**src/rtl/acot_pkg.sv**
```systemverilog
// Shared types and constants for the AABB contact onset tracker.
// Used by the controller, the datapath and the top level; no dependencies.
package acot_pkg;

   // Default depth of the contact store
   localparam int MAX_CONTACTS = 16;

   localparam int CoordW = 24;
   localparam int SizeW  = 23;
   localparam int IdW    = 16;
   // Doubled-scale edge width: 2*centre +/- size fits in 26 bits signed
   localparam int EdgeW  = 26;

   typedef struct packed {
      logic signed [CoordW-1:0] self_center_x;
      logic signed [CoordW-1:0] self_center_y;
      logic        [SizeW-1:0]  self_size_x;
      logic        [SizeW-1:0]  self_size_y;
      logic signed [CoordW-1:0] other_center_x;
      logic signed [CoordW-1:0] other_center_y;
      logic        [SizeW-1:0]  other_size_x;
      logic        [SizeW-1:0]  other_size_y;
      logic        [IdW-1:0]    other_id;
   } req_word_type;

   typedef struct packed {
      logic entered;
      logic overlapping;
      logic store_full;
   } rsp_word_type;

   // Commands from the controller to the datapath
   typedef struct packed {
      logic capture;
      logic commit;
   } acot_cmd_type;

endpackage

```
**src/rtl/acot_ctrl.sv**
```systemverilog
// Controller of the contact onset tracker: two-state sequencer.
// Depends on acot_pkg for the command struct.
module acot_ctrl import acot_pkg::*; (
   input  logic         clock,
   input  logic         reset,
   input  logic         start,
   output logic         busy,
   output acot_cmd_type cmd,
   output logic         rsp_strobe
);

   localparam logic S_IDLE   = 1'b0;
   localparam logic S_UPDATE = 1'b1;

   logic state_ff, state_in;
   logic strobe_ff, strobe_in;

   // Accept in idle, update the store in the following cycle
   always_comb begin
      cmd.capture = 1'b0;
      cmd.commit  = 1'b0;
      state_in    = state_ff;
      unique case (state_ff)
         S_IDLE: begin
            if (start) begin
               cmd.capture = 1'b1;
               state_in    = S_UPDATE;
            end
         end
         S_UPDATE: begin
            cmd.commit = 1'b1;
            state_in   = S_IDLE;
         end
         default: state_in = S_IDLE;
      endcase
   end

   assign strobe_in = cmd.commit;

   always_ff @(posedge clock) begin
      if (reset) begin
         state_ff  <= S_IDLE;
         strobe_ff <= 1'b0;
      end else begin
         state_ff  <= state_in;
         strobe_ff <= strobe_in;
      end
   end

   assign busy       = (state_ff == S_UPDATE);
   assign rsp_strobe = strobe_ff;

endmodule

```
**src/rtl/acot_datapath.sv**
```systemverilog
// Datapath of the contact onset tracker: overlap test, contact store, result word.
// Depends on acot_pkg for payload and command types.
module acot_datapath import acot_pkg::*; #(
   parameter int MaxContacts = MAX_CONTACTS
) (
   input  logic         clock,
   input  logic         reset,
   input  acot_cmd_type cmd,
   input  req_word_type req_word,
   output rsp_word_type rsp_word
);

   logic [IdW-1:0]         ids_ff [MaxContacts];
   logic [MaxContacts-1:0] valid_ff, valid_in;
   logic [MaxContacts-1:0] hit_ff, hit_in;
   logic                   ov_ff, ov_in;
   logic [IdW-1:0]         id_ff;
   rsp_word_type           rsp_ff, rsp_in;

   logic [MaxContacts-1:0] free_vec, free_oh, hit_oh;
   logic                   any_hit, any_free, do_record, do_remove;

   // Closed-interval test at doubled scale, exact without halving
   function automatic logic axis_overlap(
      input logic signed [CoordW-1:0] ca,
      input logic        [SizeW-1:0]  sa,
      input logic signed [CoordW-1:0] cb,
      input logic        [SizeW-1:0]  sb
   );
      logic signed [EdgeW-1:0] a2, b2, ha, hb;
      a2 = $signed({ca[CoordW-1], ca, 1'b0});
      b2 = $signed({cb[CoordW-1], cb, 1'b0});
      ha = $signed({3'b000, sa});
      hb = $signed({3'b000, sb});
      return ((a2 - ha) <= (b2 + hb)) && ((b2 - hb) <= (a2 + ha));
   endfunction

   // Overlap and id match on the incoming word
   assign ov_in = axis_overlap(req_word.self_center_x, req_word.self_size_x,
                               req_word.other_center_x, req_word.other_size_x) &&
                  axis_overlap(req_word.self_center_y, req_word.self_size_y,
                               req_word.other_center_y, req_word.other_size_y);

   always_comb begin
      for (int i = 0; i < MaxContacts; i++) begin
         hit_in[i] = valid_ff[i] && (ids_ff[i] == req_word.other_id);
      end
   end

   // Pick the lowest matching slot and the lowest free slot
   assign free_vec  = ~valid_ff;
   assign hit_oh    = hit_ff & (~hit_ff + {{(MaxContacts-1){1'b0}}, 1'b1});
   assign free_oh   = free_vec & (~free_vec + {{(MaxContacts-1){1'b0}}, 1'b1});
   assign any_hit   = |hit_ff;
   assign any_free  = |free_vec;
   assign do_record = cmd.commit && ov_ff && !any_hit && any_free;
   assign do_remove = cmd.commit && !ov_ff && any_hit;

   always_comb begin
      valid_in = valid_ff;
      if (do_record) begin
         valid_in = valid_ff | free_oh;
      end else if (do_remove) begin
         valid_in = valid_ff & ~hit_oh;
      end
   end

   always_comb begin
      rsp_in.entered     = ov_ff && !any_hit;
      rsp_in.overlapping = ov_ff;
      rsp_in.store_full  = ov_ff && !any_hit && !any_free;
   end

   // Hold the captured test results for the update cycle
   always_ff @(posedge clock) begin
      if (cmd.capture) begin
         ov_ff  <= ov_in;
         hit_ff <= hit_in;
         id_ff  <= req_word.other_id;
      end
      if (cmd.commit) begin
         rsp_ff <= rsp_in;
      end
   end

   // Write the new id into its slot
   always_ff @(posedge clock) begin
      for (int i = 0; i < MaxContacts; i++) begin
         if (do_record && free_oh[i]) begin
            ids_ff[i] <= id_ff;
         end
      end
   end

   always_ff @(posedge clock) begin
      if (reset) begin
         valid_ff <= '0;
      end else begin
         valid_ff <= valid_in;
      end
   end

   assign rsp_word = rsp_ff;

endmodule

```
**src/rtl/aabb_contact_onset_tracker.sv**
```systemverilog
// AABB contact onset tracker: tests two boxes for overlap and tracks contact ids.
// A word accepted while idle is captured; the contact store is updated in UPDATE and
// the result is registered onto rsp_word with rsp_strobe. No new word is accepted
// during that match-then-update sequence (busy is high for one cycle).
// Reset (synchronous, active high) empties the contact store; results cannot stall.
// Depends on acot_pkg, acot_ctrl and acot_datapath.
module aabb_contact_onset_tracker import acot_pkg::*; #(
   parameter int MaxContacts = MAX_CONTACTS
) (
   input  logic         clock,
   input  logic         reset,
   input  logic         start,
   output logic         busy,
   input  req_word_type req_word,
   output logic         rsp_strobe,
   output rsp_word_type rsp_word
);

   acot_cmd_type cmd;

   acot_ctrl u_ctrl (
      .clock      (clock),
      .reset      (reset),
      .start      (start),
      .busy       (busy),
      .cmd        (cmd),
      .rsp_strobe (rsp_strobe)
   );

   acot_datapath #(
      .MaxContacts (MaxContacts)
   ) u_datapath (
      .clock    (clock),
      .reset    (reset),
      .cmd      (cmd),
      .req_word (req_word),
      .rsp_word (rsp_word)
   );

endmodule
```
**config.mk**
```make
export PLATFORM = sky130hd
export DESIGN_NAME = aabb_contact_onset_tracker
export DESIGN_NICKNAME = d
export VERILOG_FILES = /design/src/rtl/acot_pkg.sv /design/src/rtl/acot_ctrl.sv /design/src/rtl/acot_datapath.sv /design/src/rtl/aabb_contact_onset_tracker.sv
export SDC_FILE = /design/constraint.sdc
export NUM_CORES = 1
export LEC_CHECK = 0
export BUFFER_PORTS_ARGS = -buffer_cell sky130_fd_sc_hd__buf_2
export CAP_MARGIN = 10
export CELL_PAD_IN_SITES_DETAIL_PLACEMENT = 1
export CELL_PAD_IN_SITES_GLOBAL_PLACEMENT = 1
export CORE_UTILIZATION = 40
export DETAILED_ROUTE_END_ITERATION = 8
export PLACE_DENSITY = 0.78
export SETUP_SLACK_MARGIN = 0.3
export SYNTH_ARGS = -nofsm -noshare
export SYNTH_HDL_FRONTEND = slang
export SYNTH_SLANG_ARGS = --single-unit
```
**constraint.sdc**
```tcl
create_clock -name clock -period 4.15 [get_ports clock]
set_input_delay 0.2075 -clock clock [delete_from_list [all_inputs] [get_ports clock]]
set_output_delay 0.2075 -clock clock [all_outputs]
set_load 0.02 [all_outputs]
```
[Yosys cells after proc, flatten, opt, wreduce, memory -nomap -nowiden]
Memories as Yosys holds them, arrays and structs flattened.
Cells that the tools add are included.
Storage, ports and cells
  register bits after elaboration: 54
  memory bits (writable): 256
  input bits: 207
  output and inout port bits: 5
  logic and storage cells: 195
  memories kept: 1
Memory list
  u_datapath.ids_ff: words 16, bits a word 16, rd ports 16, clocked after Yosys merged registers in 0, wr ports 1, line acot_datapath.sv:13  | logic [IdW-1:0] ids_ff [MaxContacts];
Cells by class
  add/sub/neg operators: 10
  magnitude comparators: 4
  equality and inequality tests: 16
  mux-type cells: 83
  bitwise operators: 9
  reductions and logical operators: 63
Operators with widths (count)
  $mux W16: 17
  $reduce_or A16 Y1: 17
  $eq A16 B16 Y1: 16
  $add A25 B24 Y26: 4
  $le A26 B26 Y1: 4
  $sub A25 B24 Y26: 4
  $not A16 Y16: 4
  $mux W4: 15
  $mux W1: 50
  $and A16 B16 Y16: 3
  $logic_and A1 B1 Y1: 42
  $add A16 B1 Y16 const B: 2
  $or A16 B16 Y16: 1
  $logic_not A1 Y1: 3
  $pmux W1 S2: 1
  $reduce_bool A2 Y1: 1
  $not A1 Y1: 1

[Depth between registers and ports, before layout]
  depth in word-level cells: 23
  mapped depth: 22
  mapped depth without buffers: 21

[Modules after synthesis]
A second synthesis with hierarchy kept.
Unflattened totals
  cells, all modules: 2484
  area total of the unflattened synthesis: 24372.1 µm²
By module, submodules not included
  acot_datapath: instances 1, cells an instance 2477, area each 24289.5 µm², seq. area each 9088.7 µm²
  acot_ctrl: instances 1, cells an instance 7, area each 82.6 µm², seq. area each 40.0 µm²

[Worst setup path before layout]
No wires, ideal clock.
  path kind: input -> register
  from: in req_word[17] (netlist name)
  to: reg u_datapath.ov_ff (data pin)
  library setup time: 0.180 ns
  data arrival time: 4.028 ns
  required time: 3.970 ns
  setup slack: -0.058 ns
  stages on the path: 20
  buffers on the path: 0
  cell sequence: ha_1 inv_1 fa_1 o21ba_2 o31ai_1 or4_4 a221oi_4 o2111ai_1 a221o_1 a21oi_1 o21bai_1 a21bo_1 ha_1 nand4_1 nor4_1 a22oi_1 o211ai_1 xnor2_1 a22o_1 a221oi_1
On the way
  cells in the longest elaborated chain, start to end: 4
  elaborated cells on any way between the ends: 6
  those cells by class: add/sub (2); order compare (2); reduce/logical (2)
Ends and longest elaborated chain
  from (decl): line aabb_contact_onset_tracker.sv:14  | input req_word_type req_word,
  $add A25 B24 Y26 / $sub A25 B24 Y26 (equally long branches): line acot_datapath.sv:35  | return ((a2 - ha) <= (b2 + hb)) && ((b2 - hb) <= (a2 + ha));
  $le A26 B26 Y1: line acot_datapath.sv:35
  $logic_and A1 B1 Y1 (*): line acot_datapath.sv:35
  $logic_and A1 B1 Y1 (*): line acot_datapath.sv:40  | req_word.other_center_x, req_word.other_size_x) &&
  named net u_datapath.ov_in: line acot_datapath.sv:16  | logic ov_ff, ov_in;
  to (signal assigned): line acot_datapath.sv:77  | ov_ff <= ov_in;
  to (decl): line acot_datapath.sv:16
Mark *: on every way through the listed nets, which the timed path passes. The rest lies on a longest branch.
A chain may end at the register's enable or synchronous reset.

[Final worst setup path]
Ends and elaborated chain as after synthesis.

==> flow_metrics.env <==
export IMPL_outcome="finished, final reports clean"
export IMPL_p_per_area_mw_per_mm2=332
export IMPL_synthFlopType="edfxtp_1"
export IMPL_arrival_ns=4.45
export IMPL_ant_nets=0
export IMPL_setup_viol=0
export IMPL_htree_levels=1
export IMPL_clock_skew_ns=0.0160
export IMPL_crit_required_ns=4.54
export IMPL_insertion_delay_ns=0.57
export IMPL_cts_tree="done"
export IMPL_ctsHoldBuffers=0
export IMPL_drc=0
export IMPL_regToRegStartpoint="u_datapath.valid_ff[4]"
export IMPL_syn_instance_count=2355
export IMPL_postLayoutCellArea_sq_mm=0.0289
export IMPL_core_sq_mm=0.0580
export IMPL_pwr_share_seq=0.368
export IMPL_synth_area_sq_mm=0.0236
export IMPL_syn_nets=2850
export IMPL_final_hold_violation_count=0
export IMPL_syn_avg_cell_area_sq_um=10.0
export IMPL_period_share=0.979
export IMPL_die_w_um=245
export IMPL_power_share_clock=0.299
export IMPL_place_area_sq_mm=0.0277
export IMPL_num_nets_final=3312
export IMPL_cp_start_kind="primary input"
export IMPL_grt_max_degree=23
export IMPL_worst_hold_slack_ns=0.103
export IMPL_grt_pass1_vias=21571
export IMPL_grt_overflow=0
export IMPL_fin_crit_ns=4.06
export IMPL_cp_end_kind="register"
export IMPL_max_cap_viol_count=0
export IMPL_worstSetupEndpoint="u_datapath.ov_ff"
export IMPL_dp_slack_ns=-0.738
export IMPL_clkSinkCount=310
export IMPL_synth_seq_cells=310
export IMPL_clk_path_buf_depth=3
export IMPL_viasPerCell=5.49
export IMPL_vdd_drop_max_v=0.000309
export IMPL_p_int_mw=6.62
export IMPL_yosysUniqueCellTypes=71
export IMPL_start_util=0.407
export IMPL_clk_pin_slew_ns=0.06
export IMPL_r2r_end="u_datapath.valid_ff[15]"
export IMPL_dr_total_vias=19790
export IMPL_tns_ns=0
export IMPL_drtIter0Drc=1175
export IMPL_io_buffers=211
export IMPL_syn_to_final_growth_pct=22.7
export IMPL_io_pin_count=212
export IMPL_yosys_warnings=0
export IMPL_crit_path_max_fanout=2
export IMPL_synth_edf_count=292
export IMPL_die_h_um=245
export IMPL_totalPowerFinal_mw=9.60
export IMPL_final_max_slew_viol_count=0
export IMPL_dieArea_sq_mm=0.0600
export IMPL_min_from="reset"
export IMPL_synth_seq_area_share=0.387
export IMPL_place_congestion=0.915
export IMPL_cp_startpoint="req_word[17]"
export IMPL_async_flop_share=0
export IMPL_max_slew_margin=0.242
export IMPL_setup_slack_ns=0.0858
export IMPL_clockRootBuffer="clkbuf_16"
export IMPL_detailed_place_hpwl_um=57800
export IMPL_critPathKind="primary input to register"
export IMPL_rsz0062_at_grt="true"
export IMPL_numCtsBuffers=30
export IMPL_fp_row_count=88
export IMPL_switchingPower_mw=2.98
export IMPL_grt_antenna_before_repair=2
export IMPL_r2r_slack_ns=0.76
export IMPL_r2r_cells=8
export IMPL_fmax_mhz=246
export IMPL_tightest_slew_ns=1.14
export IMPL_p_leak_nw=12.1
export IMPL_grt_total_usage=0.258
export IMPL_grt_pass1_wl_um=121000
export IMPL_firstDrtPassIters=5
export IMPL_switching_share=0.311
export IMPL_wire_per_inst_um=21.5
export IMPL_hold_class="primary input to register"
export IMPL_drive_gt1_frac=0.224
export IMPL_combPwrFrac=0.333
export IMPL_wl_um=77600
[repair_timing]
| action | 4_1_cts | 5_1_grt |
|---|---|---|
| pin swaps | 22 | 2 |
| buffers inserted | 8 | 1 |
| setup endpoints to repair | 1 | 1 |
| resized for setup | 24 | 14 |
[layout make-up]
type	count	area (sq um)
antenna	2	5.00
clock buffer	35	769
clock inverter	21	262
fill	6539	29100
inverter	183	687
multi-input combinational	1765	13700
sequential	310	9130
tap	765	957
timing repair buffer	527	3430
[through the flow]
stage                     cells  utilization
after floorplan            2355            -
after global placement     3541        0.477
after detailed placement   3541        0.477
after CTS                  3605        0.498
after global routing       3606        0.499
final                      3608        0.499
[cell usage in the layout (no fill, tap or decap), types with 7 or more instances in the layout]
cell         n
buf_4      316
xnor2_1    315
edfxtp_1   292
ha_1       276
buf_2      211
nor2_1     186
inv_1      180
a21oi_1    158
xor2_1     112
nand2_1     83
nand4_1     81
o21ai_0     69
a21o_1      61
nor4_1      47
o21bai_1    38
nor3_1      37
nor2b_1     30
clkbuf_16   30
nand2b_1    24
o21a_1      20
dfxtp_1     18
a211oi_1    16
o31ai_1     15
nand3_1     14
o211ai_1    14
a31oi_1     14
or3_1        8
a211oi_2     7
or2_2        7
and3_1       7
clkinv_1     7
[power by group through the flow]
stage | sequential (mW) | combinational (mW) | clock (mW)
2_1_floorplan | 3.54 | 1.91 | 0
3_3_place_gp | 3.59 | 2.97 | 0
3_5_place_dp | 3.60 | 3.11 | 0
4_1_cts | 3.53 | 3.18 | 2.90
5_1_grt | 3.53 | 3.53 | 3.01
6_report | 3.53 | 3.20 | 2.87
[flip-flops by register name, indices dropped and copies added, names as in the netlist]
register / flops
u_datapath.ids_ff: 256
u_datapath.hit_ff: 16
u_datapath.id_ff: 16
u_datapath.valid_ff: 16
u_datapath.rsp_word: 3
u_ctrl.busy: 1
u_ctrl.rsp_strobe: 1
u_datapath.ov_ff: 1
[worst min path at each step]
stage / end / slack (ns) / depth (start not counted)
floorplan: u_datapath.id_ff[0] / 0.31 / 0
global placement: u_datapath.valid_ff[14] / 0.46 / 1
detailed placement: u_datapath.valid_ff[14] / 0.50 / 1
CTS: u_ctrl.busy / 0.08 / 2
global route: u_ctrl.busy / 0.09 / 2
finish: u_ctrl.busy / 0.10 / 2
[worst max-delay path, stage by stage]
cell       delay, ns
buf_2           0.11
buf_4           0.13
ha_4            0.15
inv_2           0.06
fa_2            0.21
o21ba_4         0.14
o31ai_2         0.07
or4_4           0.45
a221oi_4        0.30
o2111ai_2       0.15
a221o_1         0.37
a21oi_2         0.14
o21bai_2        0.09
a21bo_1         0.21
ha_4            0.27
nand4_1         0.20
nor4_4          0.36
a22oi_2         0.09
o211ai_1        0.14
xnor2_1         0.10
buf_4           0.16
a22o_1          0.18
a221oi_2        0.17
[cells by family after synthesis]
logic type      share of synthesized area
simple gates                        0.116
xor+xnor                            0.159
compound gates                      0.137
flops                               0.387
fa+ha+maj                           0.155
buf+inv                            0.0452
[metal layers]
metal / vias up / GRT usage / wire [um]
met1: 9849 / 0.322 / 32500
li1: 9303 / - / -
met4: 2 / 0.0632 / 1780
met2: 522 / 0.476 / 39800
met5: - / 0 / 13
met3: 114 / 0.0199 / 3490
[Yosys cell counts, drive strengths merged (4+ instances only)]
cell      n  area share
a21o     61       0.019
a311oi    5      0.0019
or3       8      0.0021
and2      4      0.0011
or4       6      0.0021
fa        8      0.0068
nor4     52       0.014
clkbuf   79       0.013
edfxtp  292        0.37
or2       7      0.0019
a21oi   163       0.035
and3      7      0.0019
xor2    112       0.042
nand2b   26      0.0069
nand2    83       0.013
a221oi    5      0.0026
a31o      4      0.0015
xnor2   317        0.12
a211oi   24      0.0078
o21a     20      0.0064
o21bai   39       0.012
nor3     38      0.0081
o311ai    4      0.0015
nor2    186       0.030
o31a      4      0.0015
o22ai     4      0.0011
o21ai    72       0.015
nand3    14      0.0030
ha      280        0.15
inv     183       0.029
a31oi    14      0.0037
o211ai   14      0.0045
a21boi    8      0.0025
a211o     4      0.0015
dfxtp    18       0.015
nand4    81       0.021
nor2b    31      0.0082
buf      18      0.0036
o31ai    19      0.0060
No activity file was read; power rests on OpenSTA's default activity.
